==> config.mk <==
export PLATFORM = sky130hd
export DESIGN_NAME = sdc_combine
export DESIGN_NICKNAME = d
export VERILOG_FILES = /design/src/rtl/sdc_combine.sv
export SDC_FILE = /design/constraint.sdc
export NUM_CORES = 2
export LEC_CHECK = 0
export ABC_AREA = 1
export BUFFER_PORTS_ARGS = -buffer_cell sky130_fd_sc_hd__buf_2
export CAP_MARGIN = 25
export CORE_MARGIN = 5
export CORE_UTILIZATION = 54
export CTS_BUF_LIST = sky130_fd_sc_hd__clkbuf_8
export CTS_CLUSTER_SIZE = 30
export DETAILED_ROUTE_END_ITERATION = 7
export GPL_TIMING_DRIVEN = 0
export PLACE_DENSITY = 0.73
export SYNTH_ARGS = -nofsm -noshare
export SYNTH_HDL_FRONTEND = slang
export SYNTH_SLANG_ARGS = --single-unit
==> constraint.sdc <==
create_clock -name clock -period 6.27 [get_ports clock]
set_clock_uncertainty 0.05 [all_clocks]
set_input_delay 0.9405 -clock clock [delete_from_list [all_inputs] [get_ports clock]]
set_output_delay 0.9405 -clock clock [all_outputs]
set_load 0.02 [all_outputs]
==> src/rtl/sdc_combine.sv <==
module sdc_combine (
   input  logic               clock,
   input  logic               en,
   input  logic signed [15:0] sin_lat,
   input  logic signed [15:0] cos_lat,
   input  logic signed [15:0] sin_dec,
   input  logic signed [15:0] cos_dec,
   input  logic signed [15:0] cos_hour,
   output logic signed [15:0] cos_zenith
);

   localparam logic signed [48:0] RND  = 49'sd134217728;
   localparam logic signed [48:0] ONE  = 49'sd16384;

   logic signed [31:0] ss_ff, cc_ff, ss2_ff;
   logic signed [15:0] ch_ff;
   logic signed [47:0] ccc_ff;
   logic signed [48:0] sum;
   logic signed [48:0] res;
   logic signed [15:0] cos_zenith_ff;

   always_ff @(posedge clock) begin
      if (en) begin
         ss_ff  <= sin_lat * sin_dec;
         cc_ff  <= cos_lat * cos_dec;
         ch_ff  <= cos_hour;
         ss2_ff <= ss_ff;
         ccc_ff <= cc_ff * ch_ff;
      end
   end

   // Q42 sum, round to Q14 and clamp
   always_comb begin
      sum = $signed({{3{ss2_ff[31]}}, ss2_ff, 14'd0}) + $signed({ccc_ff[47], ccc_ff}) + RND;
      res = sum >>> 28;
      if (res > ONE) begin
         res = ONE;
      end else if (res < -ONE) begin
         res = -ONE;
      end
   end

   always_ff @(posedge clock) begin
      if (en) begin
         cos_zenith_ff <= res[15:0];
      end
   end

   assign cos_zenith = cos_zenith_ff;

endmodule

==> run metrics <==
fraction of layout cells with a size suffix above 1=0.0966; Layout Utilization=0.595; Synthesized Nets=7,055; Worst Path Buf+Inv=2; top cells by area, synth=fa_1 (44%), inv_1 (14%), nand2_1 (11%), edfxtp_1 (11%), ha_1 (9.2%); final worst path period need=6.17 ns; Yosys cell types=44; Reg-to-Reg Start=ch_ff[1]; Crit path max-delay family=adder cells; largest net degree at the start of global routing=94; Synth top area share=0.437; Via Count=35,700; cells along the critical path=buf_6 > nand2_1 > fa_1 > fa_1 > fa_1 > inv_1 > fa_1 > fa_1 > fa_1 > ha_2 > nand2_1 > nor2_2 > nand2_1 > nor4_2 > a21oi_2 > o21ai_2 > nand2_2 > o21ai_2 > xor2_1; vias in the first global route=38,100; worst-margin pin slew=0.709 ns; Sink Count=162; FP Rows=107; type of the most critical hold path=reg2reg; clock buffer depth=2; most frequent cells after synthesis=inv_1 (1,735), nand2_1 (1,358), fa_1 (1,009); Core Area=85,100 um^2; GR Layer Usage met3=0.0492; highest-delay cell along the critical path=edfxtp_1; FF+latch count, synth=162; wire per inst=17.8 um; clk_lat worst skew=0.55 ns; CP peak stage delay=0.58 ns; global route total overflow=0; Slew Limit Fails=0; Setup WS post-layout=0.102 ns; RSZ-0062 raised after global routing=true; Seq/Total Area, Yosys=0.105; Global Route met2 Usage=0.468; most used cell, CP=fa_1; Final period util=0.984; Setup CP Type=reg2reg; ys async rst share=0; via/cell ratio=5.15; Synth Flop Type=edfxtp_1; I/O pin count=98; fmax=162 MHz; GRT Max-Usage Layer=met2; most frequent cell after synthesis=inv_1; Final Setup Violations=0; Die ar.=91,600 um^2; synthesized area=46,200 um^2; DRC viols=0; initial antenna violation count=1; GP Congestion=0.981; met1 Use GR=0.373; global-route wire length before repair=202 mm; worst hold slack=0.373 ns; Initial DRC Count=2,623; Worst EP arrival=6.43 ns; synthesized area per cell=8.22 um^2; Root Buffer=clkbuf_8; warnings from Yosys=0; CTS tree=done; worst hold start=ss_ff[31]; Nets=7,195; All-Layer GR Usage=0.282; pre-CTS setup slack=-1.11 ns; post-synth top area cell=fa_1; Startpoint Class=flip-flop; Die Y=303 um; CP Capture Type=flip-flop; Antenna Nets Post-Route=0; maxcap violations=0; CP max FO=10; Routed WL=123 mm; clk slew on worst S/H paths=0.12 ns; Pre-antenna DRT Iters=8; slew margin rel.=0.528; Critical path origin=ch_ff[1]; Die Wd=303 um; I/O Buffers=50; TritonCTS Buffers=17; status=finished clean; cell count after synthesis=5,624; Post-synth EDFFs=162; area delta synth->final=9.50%; starting density of the core=0.543; Fin. Hold Viols=0; CTS H-Tree Depth=4; CP required=6.53 ns; DP HPWL=104 mm
-- layout by cell type, fill, tap and decap left out, types with 20 or more instances in the layout --
master / n
a21oi_1: 132
a21oi_2: 25
buf_2: 55
buf_4: 121
buf_6: 31
clkbuf_2: 52
clkbuf_4: 37
clkbuf_8: 29
edfxtp_1: 162
fa_1: 986
fa_2: 23
ha_1: 305
inv_1: 1733
nand2_1: 1340
nand2_2: 25
nand3_1: 61
nor2_1: 192
nor2_2: 22
o21ai_0: 59
o21ai_1: 20
xnor2_1: 50
xor2_1: 69
-- metal layers --
metal	vias up	share of wire
li1	16300	-
met1	17600	0.40
met2	1419	0.47
met3	285	0.083
met4	0	0.048
met5	-	0
-- logic make-up (layout without fill, tap and decap cells) --
| logic type | Yosys count | in the layout | share of synthesized area |
|---|---|---|---|
| DFF | 162 | 162 | 0.105 |
| buffers and inverters | 1955 | 2108 | 0.159 |
| adders and majority gates | 1349 | 1349 | 0.529 |
| other | 0 | 2 | 0 |
| AOI/OAI and AO/OA | 317 | 317 | 0.0379 |
| and+or+nand+nor | 1720 | 1720 | 0.146 |
| xor gates and xnor gates | 121 | 121 | 0.0231 |
-- final cells by class --
| type | count | area, um^2 |
|---|---|---|
| multi-input cells | 3507 | 34800 |
| repair buffers | 160 | 1230 |
| clock buffers | 17 | 234 |
| well taps | 1144 | 1430 |
| plain buffers | 179 | 1380 |
| flip-flops and latches | 162 | 4860 |
| inverters | 1737 | 6520 |
| clock inverters | 15 | 145 |
| fillers | 7533 | 34500 |
| diodes | 2 | 5.00 |
-- per-stage QoR --
step | setup TNS, ns | std cells | instance area, um^2
floorplan | -0.00519 | 5624 | 46300
global placement | -39.83 | 6818 | 48000
detailed placement | -41.78 | 6819 | 48000
CTS | -0.0492 | 6886 | 49300
global route | -0.348 | 6922 | 50600
finish | 0 | 6923 | 50600
-- timing repair --
| action | 4_1_cts | 5_1_grt |
|---|---|---|
| cloned | 1 | 1 |
| pin swaps | 7 | 36 |
| resized for setup | 226 | 425 |
| buffers inserted | 70 | 37 |
| hold buffers | 0 | 0 |
| endpoints found under the setup margin | 56 | 49 |
-- final timing paths --
check / to / slack (ns) / cells past startpoint
max: ccc_ff[45] / 0.10 / 19
min: ss2_ff[31] / 0.37 / 0
max reg2reg: ccc_ff[45] / 0.10 / 19
min reg2reg: ss2_ff[31] / 0.37 / 0
-- worst reg2reg max path: cells and delay by family, from the launching register on --
kind	cells	cell delay, ns
XOR/XNOR	1	0.09
AO/OA/AOI/OAI	3	0.54
adder cells (fa/ha/maj)	7	3.59
AND/OR/NAND/NOR	6	0.83
buffers and inverters	2	0.26
flip-flops	1	0.58
-- state kept, by name, indices dropped and copies added, names as in the netlist --
signal      flops
ch_ff          16
cc_ff          32
ccc_ff         34
cos_zenith     16
ss_ff          32
ss2_ff         32
Power is left out: the tool's default activity adds up to more than one toggle a clock period on the data nets, which glitch-free logic cannot reach.
