## src/rtl/sdc_pkg.sv

```systemverilog
package sdc_pkg;

   localparam int ANGLE_BITS_DEF    = 16;
   localparam int CORDIC_STAGES_DEF = 16;

   // CORDIC datapath: Q2.30 x/y with headroom, 32-bit turn angle plus sign
   localparam int XY_W = 34;
   localparam int Z_W  = 33;
   localparam logic signed [XY_W-1:0] CORDIC_X0 = 34'sd652032874;

   localparam int Q14_ONE = 16384;

   // configuration port
   localparam int CSR_ADDR_W = 5;
   localparam int CSR_DATA_W = 64;
   localparam logic [1:0] REG_OBLIQUITY  = 2'd0;
   localparam logic [1:0] REG_ORBIT_RATE = 2'd1;
   localparam logic [1:0] REG_SPIN_RATE  = 2'd2;

   // arctangent of 2^-i in 2^-32 turns
   function automatic logic [31:0] atan_turn(input int unsigned idx);
      logic [31:0] a;
      case (idx)
         0:       a = 32'd536870912;
         1:       a = 32'd316933406;
         2:       a = 32'd167458907;
         3:       a = 32'd85004756;
         4:       a = 32'd42667331;
         5:       a = 32'd21354465;
         6:       a = 32'd10680862;
         7:       a = 32'd5340245;
         8:       a = 32'd2670163;
         9:       a = 32'd1335087;
         10:      a = 32'd667544;
         11:      a = 32'd333772;
         12:      a = 32'd166886;
         13:      a = 32'd83443;
         14:      a = 32'd41722;
         15:      a = 32'd20861;
         16:      a = 32'd10430;
         17:      a = 32'd5215;
         18:      a = 32'd2608;
         19:      a = 32'd1304;
         20:      a = 32'd652;
         21:      a = 32'd326;
         22:      a = 32'd163;
         23:      a = 32'd81;
         default: a = 32'd0;
      endcase
      return a;
   endfunction

   // Q2.30 to Q1.14, round half up, clamp to plus or minus one
   function automatic logic signed [15:0] round_q14(input logic signed [XY_W-1:0] v);
      logic signed [XY_W-1:0] rnd;
      logic signed [XY_W-1:0] one;
      logic signed [XY_W-1:0] r;
      rnd = 34'sd32768;
      one = 34'sd16384;
      r   = (v + rnd) >>> 16;
      if (r > one) begin
         r = one;
      end else if (r < -one) begin
         r = -one;
      end
      return r[15:0];
   endfunction

endpackage

```

## src/rtl/sdc_phase.sv

```systemverilog
module sdc_phase #(
   parameter int ANGLE_BITS = sdc_pkg::ANGLE_BITS_DEF
) (
   input  logic                  clock,
   input  logic                  en,
   input  logic [31:0]           time_s,
   input  logic [47:0]           orbit_rate,
   input  logic [47:0]           hour_rate,
   output logic [ANGLE_BITS-1:0] orbit_phase,
   output logic [ANGLE_BITS-1:0] hour_phase
);

   // low 48 bits of rate*time from two 24x32 partial products
   logic [55:0]           orb_lo_ff, hr_lo_ff;
   logic [23:0]           orb_hi_ff, hr_hi_ff;
   logic [55:0]           orb_hi_in, hr_hi_in;
   logic [47:0]           orb_sum, hr_sum;
   logic [ANGLE_BITS-1:0] orbit_phase_ff, hour_phase_ff;

   assign orb_hi_in = orbit_rate[47:24] * time_s;
   assign hr_hi_in  = hour_rate[47:24] * time_s;

   always_ff @(posedge clock) begin
      if (en) begin
         orb_lo_ff <= orbit_rate[23:0] * time_s;
         hr_lo_ff  <= hour_rate[23:0] * time_s;
         orb_hi_ff <= orb_hi_in[23:0];
         hr_hi_ff  <= hr_hi_in[23:0];
      end
   end

   assign orb_sum = orb_lo_ff[47:0] + {orb_hi_ff, 24'd0};
   assign hr_sum  = hr_lo_ff[47:0] + {hr_hi_ff, 24'd0};

   always_ff @(posedge clock) begin
      if (en) begin
         orbit_phase_ff <= orb_sum[47:48-ANGLE_BITS];
         hour_phase_ff  <= hr_sum[47:48-ANGLE_BITS];
      end
   end

   assign orbit_phase = orbit_phase_ff;
   assign hour_phase  = hour_phase_ff;

endmodule

```

## config.mk

```make
export PLATFORM = sky130hd
export DESIGN_NAME = sdc_phase
export DESIGN_NICKNAME = d
export VERILOG_FILES = /design/src/rtl/sdc_pkg.sv /design/src/rtl/sdc_phase.sv
export SDC_FILE = /design/constraint.sdc
export NUM_CORES = 2
export LEC_CHECK = 0
export BUFFER_PORTS_ARGS = -buffer_cell sky130_fd_sc_hd__buf_2
export CAP_MARGIN = 40
export CORE_MARGIN = 1.5
export CORE_UTILIZATION = 30
export CTS_CLUSTER_DIAMETER = 120
export DETAILED_ROUTE_END_ITERATION = 8
export GPL_TIMING_DRIVEN = 0
export HOLD_SLACK_MARGIN = 0.12
export PLACE_DENSITY_LB_ADDON = 0.08
export SLEW_MARGIN = 20
export SYNTH_ARGS = -nofsm -noshare
export SYNTH_HDL_FRONTEND = slang
export SYNTH_SLANG_ARGS = --single-unit
```

## constraint.sdc

```tcl
create_clock -name clock -period 9.3 [get_ports clock]
set_clock_uncertainty 0.15 [all_clocks]
set_input_delay 0.93 -clock clock [delete_from_list [all_inputs] [get_ports clock]]
set_output_delay 0.93 -clock clock [all_outputs]
set_load 0.1 [all_outputs]
```

==> out/qor.yml <==
synth:
  syn_inst: 7371
  synth-seq-cells: 128
  ys_async_sr_fraction: 0
  ys.flop_type: "edfxtp_1"
  yosysTopAreaCell: "fa_1"
  ys_seq_area_frac: 0.0570
  ys.warnings.count: 0
  yosysTopAreaCellShare: 0.502
  synth_fp_nets: 9669
  synth.area.top_cells: "fa_1 50%, inv_1 10%, ha_1 8.9%, and2_1 8.6%, nand2_1 6.7%"
  ys_types: 67
  synth_area_mm2: 0.0674
  postSynthAreaPerCell_um2: 9.14
  synth_edf_count: 128
worst_setup_path:
  crit_slowest_cell: "buf_2"
  path_common_cell: "fa_1"
  critPathArrivalTime_ns: 9.24
  cp_top_family: "adder cells"
  cp-end-kind: "flip-flop"
  startpoint_type: "primary input"
  slowest_delay_ns: 0.63
  cp.required_ns: 9.43
  path_class: "primary input to flip-flop"
  worst-path-max-fanout: 10
  critPathBufInv: 8
placement:
  hpwl_um: 254000
  gp_congestion: 0.926
  io_buffers: 141
  placed_area_mm2: 0.0735
floorplan:
  start_util: 0.302
  core-area_mm2: 0.223
  die_h_um: 477
  core.rowCount: 173
  num_io_pins: 162
  die_w_um: 477
  die-area_mm2: 0.227
cells_and_area:
  regArea_mm2: 0.00384
  utilization: 0.334
  synthToLayoutAreaGrowth_pct: 10.4
  fillers: 23426
  fin_nets: 9939
  drive_above_1_share: 0.0588
  final_cell_area_mm2: 0.0744
  multiInputGateArea_mm2: 0.0553
route:
  firstDrtPassIters: 6
  drc_errors: 0
  routed_wl_um: 299000
  drtIter0Drc: 3793
  wl_per_cell_um: 28.0
  ant_nets: 0
  routed_via_density: 4.77
  vias: 50916
cts:
  ctsHtreeMaxLevel: 4
  clkSlewWorstSetupHoldPaths_ns: 0.08
  clockBufferDepth: 2
  cts_hold_buf: 0
  cts_tree: "yes"
  postCtsSetupBuffers: 0
  clock-sinks: 128
  clockRootBuffer: "clkbuf_16"
  insertion_delay_ns: 0.52
  cts_buffers: 17
global_routing:
  grt_pass1_wl_um: 424000
  grt_pass1_vias: 54730
  grt_max_degree: 81
  grt_overflow: 0
  grt_antenna_before_repair: 73
  grt_usage: 0.266
sta:
  slew_headroom: 0.393
  fmax_mhz: 110
  layout_min_cycle_time_ns: 9.11
  hold_viol: 0
  fin_crit_sh: 0.979
  worst_pin_slew_ns: 0.906
  slew_viol_final: 0
  setup_viol: 0
run_status:
  outcome: "completed"
min_path:
  min_path_type: "flip-flop to flip-flop"
flow_run:
  drv_cap: 0
Yosys cell counts (all sizes together) (2+ instances only):
cell type  count
inv         1825
nand3b         4
clkbuf       392
o41ai          4
and2         930
and4           3
nor3          27
o2111ai        2
a211oi        14
nor2          75
or2            3
o21a          18
a31o           4
ha           480
a41o           3
a311oi         2
a31oi          6
buf           16
edfxtp       128
a211o          6
o311ai         4
o31a           6
xor2          53
or3            9
and3          11
nand3         24
nor2b         11
o211ai         7
nand2       1198
nand4         10
nor4           6
xnor2        167
a2111oi        5
a221oi         4
o21bai        18
a21oi         79
o31ai          6
fa          1688
a41oi          2
a21o          49
o22ai          2
nand2b        13
o21ai         46
metal layers:
metal,track usage,up-vias,share of wire
met5,0,-,0.00048
met4,0.0967,20,0.040
met3,0.0436,429,0.067
met2,0.427,1797,0.46
met1,0.360,26932,0.43
li1,-,21738,-
cell usage in the layout (no fill, tap or decap), types with 18 or more instances in the layout:
cell,count
nand2_1,1198
clkbuf_1,267
nand3_1,24
and2_1,930
a21oi_1,76
o21bai_1,18
clkbuf_2,118
o21a_1,18
xnor2_1,157
o21ai_0,40
buf_2,142
nor3_1,25
xor2_1,53
buf_6,71
fa_1,1688
nor2_1,73
inv_1,1825
ha_1,480
a21o_1,49
diode_2,48
edfxtp_1,128
sequential cells by signal (all words and copies together), names as in the netlist:
name / count
hour_phase: 16
hr_hi_ff: 24
hr_lo_ff: 24
orb_hi_ff: 24
orb_lo_ff: 24
orbit_phase: 16
cells by family after synthesis:
| logic type | share of synthesized area |
|---|---|
| DFF | 0.0570 |
| adders and majority gates | 0.591 |
| buffers and inverters | 0.124 |
| xor gates and xnor gates | 0.0286 |
| AOI/OAI and AO/OA | 0.0313 |
| and+or+nand+nor | 0.168 |
worst paths after layout:
path | slack, ns | depth (start not counted) | endpoint | from
setup / recovery | 0.19 | 26 | orb_lo_ff[47]$_DFFE_PP_ | time_s[16]
hold / removal | 0.56 | 2 | orbit_phase[3]$_DFFE_PP_ | orb_hi_ff[11]$_DFFE_PP_
setup reg to reg | 5.72 | 10 | orbit_phase[15]$_DFFE_PP_ | orb_lo_ff[32]$_DFFE_PP_
hold reg to reg | 0.56 | 2 | orbit_phase[3]$_DFFE_PP_ | orb_hi_ff[11]$_DFFE_PP_
layout make-up:
class                      count  share of cell area
timing repair buffer         252              0.0300
antenna                       48             0.00162
tap                         2975              0.0501
clock inverter                15             0.00279
inverter                    1825              0.0921
clock buffer                  17             0.00572
sequential                   128              0.0517
buffer                       407              0.0228
multi-input combinational   5010               0.743
metrics by stage:
stage	setup slack (ns)	hold WS [ns]	TNS, ns	std cells
6_report	0.192	0.561	0	10677
3_3_place_gp	-2.09	0.567	-65.90	10487
4_1_cts	0.0730	0.569	0	10625
5_1_grt	-0.0121	0.585	-0.0121	10643
2_1_floorplan	1.60	0.470	0	7371
3_5_place_dp	-1.07	0.549	-14.98	10593
worst min-delay path, delay by kind of cell, from the launching register on:
kind / cells / cell delay (ns)
flip-flops: 1 / 0.33
adder cells (fa/ha/maj): 1 / 0.15
XOR/XNOR: 1 / 0.12
timing repair:
item                                    in CTS  in global routing
endpoints found under the hold margin        0                  0
gates resized for setup                      7                  7
endpoints found under the setup margin      14                 10
Power is left out: the tool's default activity adds up to more than one toggle a clock period on the data nets, which glitch-free logic cannot reach.
