<file path="src/rtl/sdc_pkg.sv">
package sdc_pkg;

   localparam int ANGLE_BITS_DEF    = 16;
   localparam int CORDIC_STAGES_DEF = 16;

   // CORDIC datapath: Q2.30 x/y with headroom, 32-bit turn angle plus sign
   localparam int XY_W = 34;
   localparam int Z_W  = 33;
   localparam logic signed [XY_W-1:0] CORDIC_X0 = 34'sd652032874;

   localparam int Q14_ONE = 16384;

   // configuration port
   localparam int CSR_ADDR_W = 5;
   localparam int CSR_DATA_W = 64;
   localparam logic [1:0] REG_OBLIQUITY  = 2'd0;
   localparam logic [1:0] REG_ORBIT_RATE = 2'd1;
   localparam logic [1:0] REG_SPIN_RATE  = 2'd2;

   // arctangent of 2^-i in 2^-32 turns
   function automatic logic [31:0] atan_turn(input int unsigned idx);
      logic [31:0] a;
      case (idx)
         0:       a = 32'd536870912;
         1:       a = 32'd316933406;
         2:       a = 32'd167458907;
         3:       a = 32'd85004756;
         4:       a = 32'd42667331;
         5:       a = 32'd21354465;
         6:       a = 32'd10680862;
         7:       a = 32'd5340245;
         8:       a = 32'd2670163;
         9:       a = 32'd1335087;
         10:      a = 32'd667544;
         11:      a = 32'd333772;
         12:      a = 32'd166886;
         13:      a = 32'd83443;
         14:      a = 32'd41722;
         15:      a = 32'd20861;
         16:      a = 32'd10430;
         17:      a = 32'd5215;
         18:      a = 32'd2608;
         19:      a = 32'd1304;
         20:      a = 32'd652;
         21:      a = 32'd326;
         22:      a = 32'd163;
         23:      a = 32'd81;
         default: a = 32'd0;
      endcase
      return a;
   endfunction

   // Q2.30 to Q1.14, round half up, clamp to plus or minus one
   function automatic logic signed [15:0] round_q14(input logic signed [XY_W-1:0] v);
      logic signed [XY_W-1:0] rnd;
      logic signed [XY_W-1:0] one;
      logic signed [XY_W-1:0] r;
      rnd = 34'sd32768;
      one = 34'sd16384;
      r   = (v + rnd) >>> 16;
      if (r > one) begin
         r = one;
      end else if (r < -one) begin
         r = -one;
      end
      return r[15:0];
   endfunction

endpackage

</file>
<file path="src/rtl/sdc_cordic.sv">
module sdc_cordic #(
   parameter int ANGLE_BITS    = sdc_pkg::ANGLE_BITS_DEF,
   parameter int CORDIC_STAGES = sdc_pkg::CORDIC_STAGES_DEF
) (
   input  logic                  clock,
   input  logic                  en,
   input  logic [ANGLE_BITS-1:0] angle,
   output logic signed [15:0]    sin_out,
   output logic signed [15:0]    cos_out
);

   localparam int XW = sdc_pkg::XY_W;
   localparam int ZW = sdc_pkg::Z_W;
   localparam logic signed [ZW-1:0] QUARTER = 33'sd1073741824;
   localparam logic signed [ZW-1:0] HALF    = 33'sd2147483648;

   logic signed [XW-1:0] x_ff    [0:CORDIC_STAGES];
   logic signed [XW-1:0] y_ff    [0:CORDIC_STAGES];
   logic signed [ZW-1:0] z_ff    [0:CORDIC_STAGES];
   logic                 flip_ff [0:CORDIC_STAGES];

   logic [31:0]          z32;
   logic signed [ZW-1:0] z_ext;
   logic signed [ZW-1:0] z_in;
   logic                 flip_in;
   logic signed [15:0]   sin_ff, cos_ff;

   assign z32   = {angle, {(32-ANGLE_BITS){1'b0}}};
   assign z_ext = $signed({z32[31], z32});

   // fold into a quarter turn around zero, flip the result back later
   always_comb begin
      z_in    = z_ext;
      flip_in = 1'b0;
      if (z_ext > QUARTER) begin
         z_in    = z_ext - HALF;
         flip_in = 1'b1;
      end else if (z_ext < -QUARTER) begin
         z_in    = z_ext + HALF;
         flip_in = 1'b1;
      end
   end

   always_ff @(posedge clock) begin
      if (en) begin
         x_ff[0]    <= sdc_pkg::CORDIC_X0;
         y_ff[0]    <= '0;
         z_ff[0]    <= z_in;
         flip_ff[0] <= flip_in;
      end
   end

   for (genvar i = 0; i < CORDIC_STAGES; i++) begin : g_iter
      localparam logic signed [ZW-1:0] ATAN = $signed({1'b0, sdc_pkg::atan_turn(i)});
      always_ff @(posedge clock) begin
         if (en) begin
            if (z_ff[i] >= 0) begin
               x_ff[i+1] <= x_ff[i] - (y_ff[i] >>> i);
               y_ff[i+1] <= y_ff[i] + (x_ff[i] >>> i);
               z_ff[i+1] <= z_ff[i] - ATAN;
            end else begin
               x_ff[i+1] <= x_ff[i] + (y_ff[i] >>> i);
               y_ff[i+1] <= y_ff[i] - (x_ff[i] >>> i);
               z_ff[i+1] <= z_ff[i] + ATAN;
            end
            flip_ff[i+1] <= flip_ff[i];
         end
      end
   end

   always_ff @(posedge clock) begin
      if (en) begin
         if (flip_ff[CORDIC_STAGES]) begin
            sin_ff <= sdc_pkg::round_q14(-y_ff[CORDIC_STAGES]);
            cos_ff <= sdc_pkg::round_q14(-x_ff[CORDIC_STAGES]);
         end else begin
            sin_ff <= sdc_pkg::round_q14(y_ff[CORDIC_STAGES]);
            cos_ff <= sdc_pkg::round_q14(x_ff[CORDIC_STAGES]);
         end
      end
   end

   assign sin_out = sin_ff;
   assign cos_out = cos_ff;

endmodule

</file>
<file path="config.mk">
export PLATFORM = sky130hd
export DESIGN_NAME = sdc_cordic
export DESIGN_NICKNAME = d
export VERILOG_FILES = /design/src/rtl/sdc_pkg.sv /design/src/rtl/sdc_cordic.sv
export SDC_FILE = /design/constraint.sdc
export NUM_CORES = 2
export LEC_CHECK = 0
export BUFFER_PORTS_ARGS = -buffer_cell sky130_fd_sc_hd__buf_2
export CORE_ASPECT_RATIO = 0.75
export CORE_UTILIZATION = 45
export DETAILED_ROUTE_END_ITERATION = 6
export PLACE_DENSITY_LB_ADDON = 0.08
export REMOVE_ABC_BUFFERS = 1
export SETUP_SLACK_MARGIN = 0.2
export SLEW_MARGIN = 20
export SYNTH_ARGS = -nofsm -noshare
export SYNTH_HDL_FRONTEND = slang
export SYNTH_SLANG_ARGS = --single-unit
export TNS_END_PERCENT = 1
</file>
<file path="constraint.sdc">
create_clock -name clock -period 12.5 [get_ports clock]
set_input_delay 1.25 -clock clock [delete_from_list [all_inputs] [get_ports clock]]
set_output_delay 1.25 -clock clock [all_outputs]
set_load 0.02 [all_outputs]
</file>
==> impl_metrics.csv <==
group,metric,value,unit
synthesis,synth-seq-cells,1481,
synthesis,postSynthAreaPerCell,9.60,µm²
synthesis,synth_enable_flop_cells,1481,
sta,hold-worst-slack,0.418,ns
final_layout,finish.cell_count_without_fillers,16700,
setup_path,arrival,7.50,ns
floorplanning,floorplan.die_area,278000,µm²
floorplanning,rows,166,
final_layout,area_delta_synth_final,8.32,%
drt,drtAntennaViolNets,0,
placed_design,placedCellCount,16400,
setup_path,cp.required,13.10,ns
sta,fin_tns_setup,0,ns
synthesis,synthesis.instances,12900,
placed_design,place.gp.congestion,0.960,
floorplanning,height_of_the_die,457,µm
final_layout,area_of_all_placed_cells_without_fillers,134000,µm²
global_route,first_pass_grt_wire_length,553,mm
clocking,cts_setup_buffers,0,
sta,final.period_utilization,0.552,
sta,unrepaired_setup_endpoints_after_global_routing,"false",
sta,timing_max_transition_violations_final,0,
global_route,grt_start_max_net_pins,142,
floorplanning,initial_utilization,0.454,
final_layout,nets,14400,
clocking,clock_latency,0.86,ns
synthesis,synth_seq_area_share,0.359,
clocking,cts-hold-fix-buffers,0,
setup_path,critPathCaptureType,"flop",
synthesis,synth.lib_cells_used.distinct,93,
global_route,via_count_of_the_first_global_routing_pass,93300,
setup_path,crit_fanout,80,
clocking,cts_num_sinks,1481,
sta,final_hold_viol_count,0,
setup_path,worst-setup-path-type,"input pin to flop",
final_layout,ratio_of_cells_with_drive_above_1_in_the_final_layout,0.0444,
sta,worst_slew_pin_tran,1.25,ns
clocking,cts_repair_resize_count,0,
placed_design,io_buffer_count,49,
floorplanning,die_w,608,µm
global_route,grt_util_all_layers,0.251,
drt,routedWlPerCell,21.4,µm
setup_path,critical_path.startpoint_type,"input pin",
drt,drt_iter0_markers,8931,
drt,via_per_inst,5.95,
clocking,clk_transition_reported_paths,0.06,ns
setup_path,crit_path_start,"en",
job,cap_violations,0,
synthesis,post_synth_instance_area,124000,µm²
setup_path,worst-r2r-setup-slack,5.79,ns
min_path,worstHoldPathCells,0,
clocking,root_buffer,"clkbuf_16",
sta,maximum_clock_skew_at_final_layout,0.0546,ns
clocking,clockBufferDepth,4,
drt,wirelength,358,mm
drt,drt_pass1_iterations,6,
synthesis,ys_warn_count,0,
floorplanning,io_pins,50,
sta,setup-violations-final,0,
setup_path,setup.worst_path.end,"x_ff[15][32]",
placed_design,detailed_place.area,129000,µm²
drt,drc_errors,0,
setup_path,rr_startpoint,"z_ff[9][32]",
synthesis,ys.flop_type,"edfxtp_1",
synthesis,share_of_flip_flops_with_an_asynchronous_set_or_reset,0,
global_route,globalRouteOverflowTotal,0,
clocking,cts_made_buffers,179,
status,status,"finished, final reports clean",
final_layout,fill_cells,25300,
global_route,antenna_found_initial,11,
drt,num_vias,99600,
placed_design,dp_hpwl,284,mm
sta,max_slew_margin,0.167,
floorplanning,core,273000,µm²
sta,post-route-min-period,6.90,ns
clocking,htreeDepth,4,
min_path,min_path_type,"flop to flop",
setup_path,worstReg2RegEnd,"x_ff[10][32]",
sta,fmax,145,MHz
clocking,cts_tree,"built",
setup_path,timing.reg2reg.worst_path_depth,18,
-- placed cells by master, fill, tap and decap left out, types with 41 or more instances in the layout --
cell	count
and3_1	100
nand2_1	744
o21bai_1	170
o21ai_0	686
clkbuf_16	180
ha_1	1368
nand3_1	224
o21a_1	190
nor3_1	355
edfxtp_1	1481
a21boi_0	81
nor4_1	107
nor2_1	1009
a31oi_1	138
a211oi_1	103
nor2b_1	191
buf_4	79
clkinv_1	43
inv_1	552
o31ai_1	134
nand4_1	92
or4_1	47
o211ai_1	67
o41ai_1	52
a21oi_1	1231
mux2i_1	88
buf_2	48
nand2b_1	221
xnor2_1	1143
mux2_2	43
and2_1	52
or3_1	98
a31o_2	41
or2_2	56
a21o_1	604
xor2_1	622
fa_1	42
a221oi_1	47
-- routing by layer --
| metal | global-route usage | wire, µm | vias up |
|---|---|---|---|
| li1 | - | - | 48400 |
| met4 | 0.0418 | 5390 | 2 |
| met5 | 0 | 13 | - |
| met3 | 0.0417 | 26700 | 314 |
| met2 | 0.345 | 137000 | 3065 |
| met1 | 0.407 | 188000 | 47900 |
-- cells in the mapped netlist, types with 191 or more instances --
cell type  instances  area [µm²]
a21o_1           604        4530
a21oi_1         1231        6160
clkbuf_1         192         721
edfxtp_1        1481       44500
ha_1            1368       17100
inv_1            555        2080
nand2_1          754        2830
nand2b_1         221        1380
nand3_1          224        1120
nor2_1          1009        3790
nor2b_1          191        1190
nor3_1           356        1780
o21ai_0          686        3430
xnor2_1         1143       10000
xor2_1           622        5450
-- critical path, cell delays in order --
cell,delay [ns]
buf_12,0.20
buf_12,0.37
buf_4,0.59
nand2_1,0.15
inv_1,0.28
buf_4,0.50
a21oi_1,0.11
xor2_1,0.17
ha_1,0.34
a2111oi_0,0.51
o21ai_0,0.17
a31oi_1,0.31
nor2b_1,0.09
o21ai_0,0.42
a311oi_1,0.20
o22a_1,0.24
and2_1,0.22
a221o_1,0.39
mux2i_1,0.13
or4_1,0.52
-- stage by stage --
stage / utilization / setup WS, ns
6_report: 0.491 / 5.60
5_1_grt: 0.491 / 5.14
4_1_cts: 0.491 / 5.65
3_5_place_dp: 0.470 / 4.85
3_3_place_gp: 0.470 / 4.69
2_1_floorplan: - / 5.97
-- sequential cells by signal, indices dropped and copies added, names as in the netlist --
name / flops
y_ff: 511
x_ff: 484
z_ff: 437
sin_out: 16
flip_ff: 17
cos_out: 16
-- cells by family (layout without fill, tap and decap cells) --
family | after synthesis | after routing | share of synthesized area
and+or+nand+nor | 3423 | 3423 | 0.134
DFF | 1481 | 1481 | 0.359
other | 0 | 3 | 0
muxes | 131 | 131 | 0.0110
AOI/OAI and AO/OA | 3907 | 3907 | 0.203
adders and majority gates | 1410 | 1410 | 0.145
xor gates and xnor gates | 1765 | 1765 | 0.125
buffers and inverters | 799 | 1008 | 0.0244
-- how the worst min path moves through the flow --
stage | start | end
after global placement | z_ff[0][16] | z_ff[1][16]
after floorplan | flip_ff[0][9] | flip_ff[0][10]
after detailed placement | flip_ff[0][2] | flip_ff[0][3]
final | z_ff[0][16] | z_ff[1][16]
after CTS | z_ff[10][1] | z_ff[11][1]
after global routing | flip_ff[0][1] | flip_ff[0][2]
-- area by class of cell --
class                   instances  area, µm²  area share
repair buffers                133        953     0.00710
clock inverters               112       1100     0.00819
flip-flops and latches       1481      44500       0.331
multi-input cells           10600      76500       0.570
inverters                     564       2120      0.0158
well taps                    3612       4520      0.0337
clock buffers                 199       4580      0.0341
diodes                          3       7.51   0.0000559
Power is left out: the tool's default activity adds up to more than one toggle a clock period on the data nets, which glitch-free logic cannot reach.
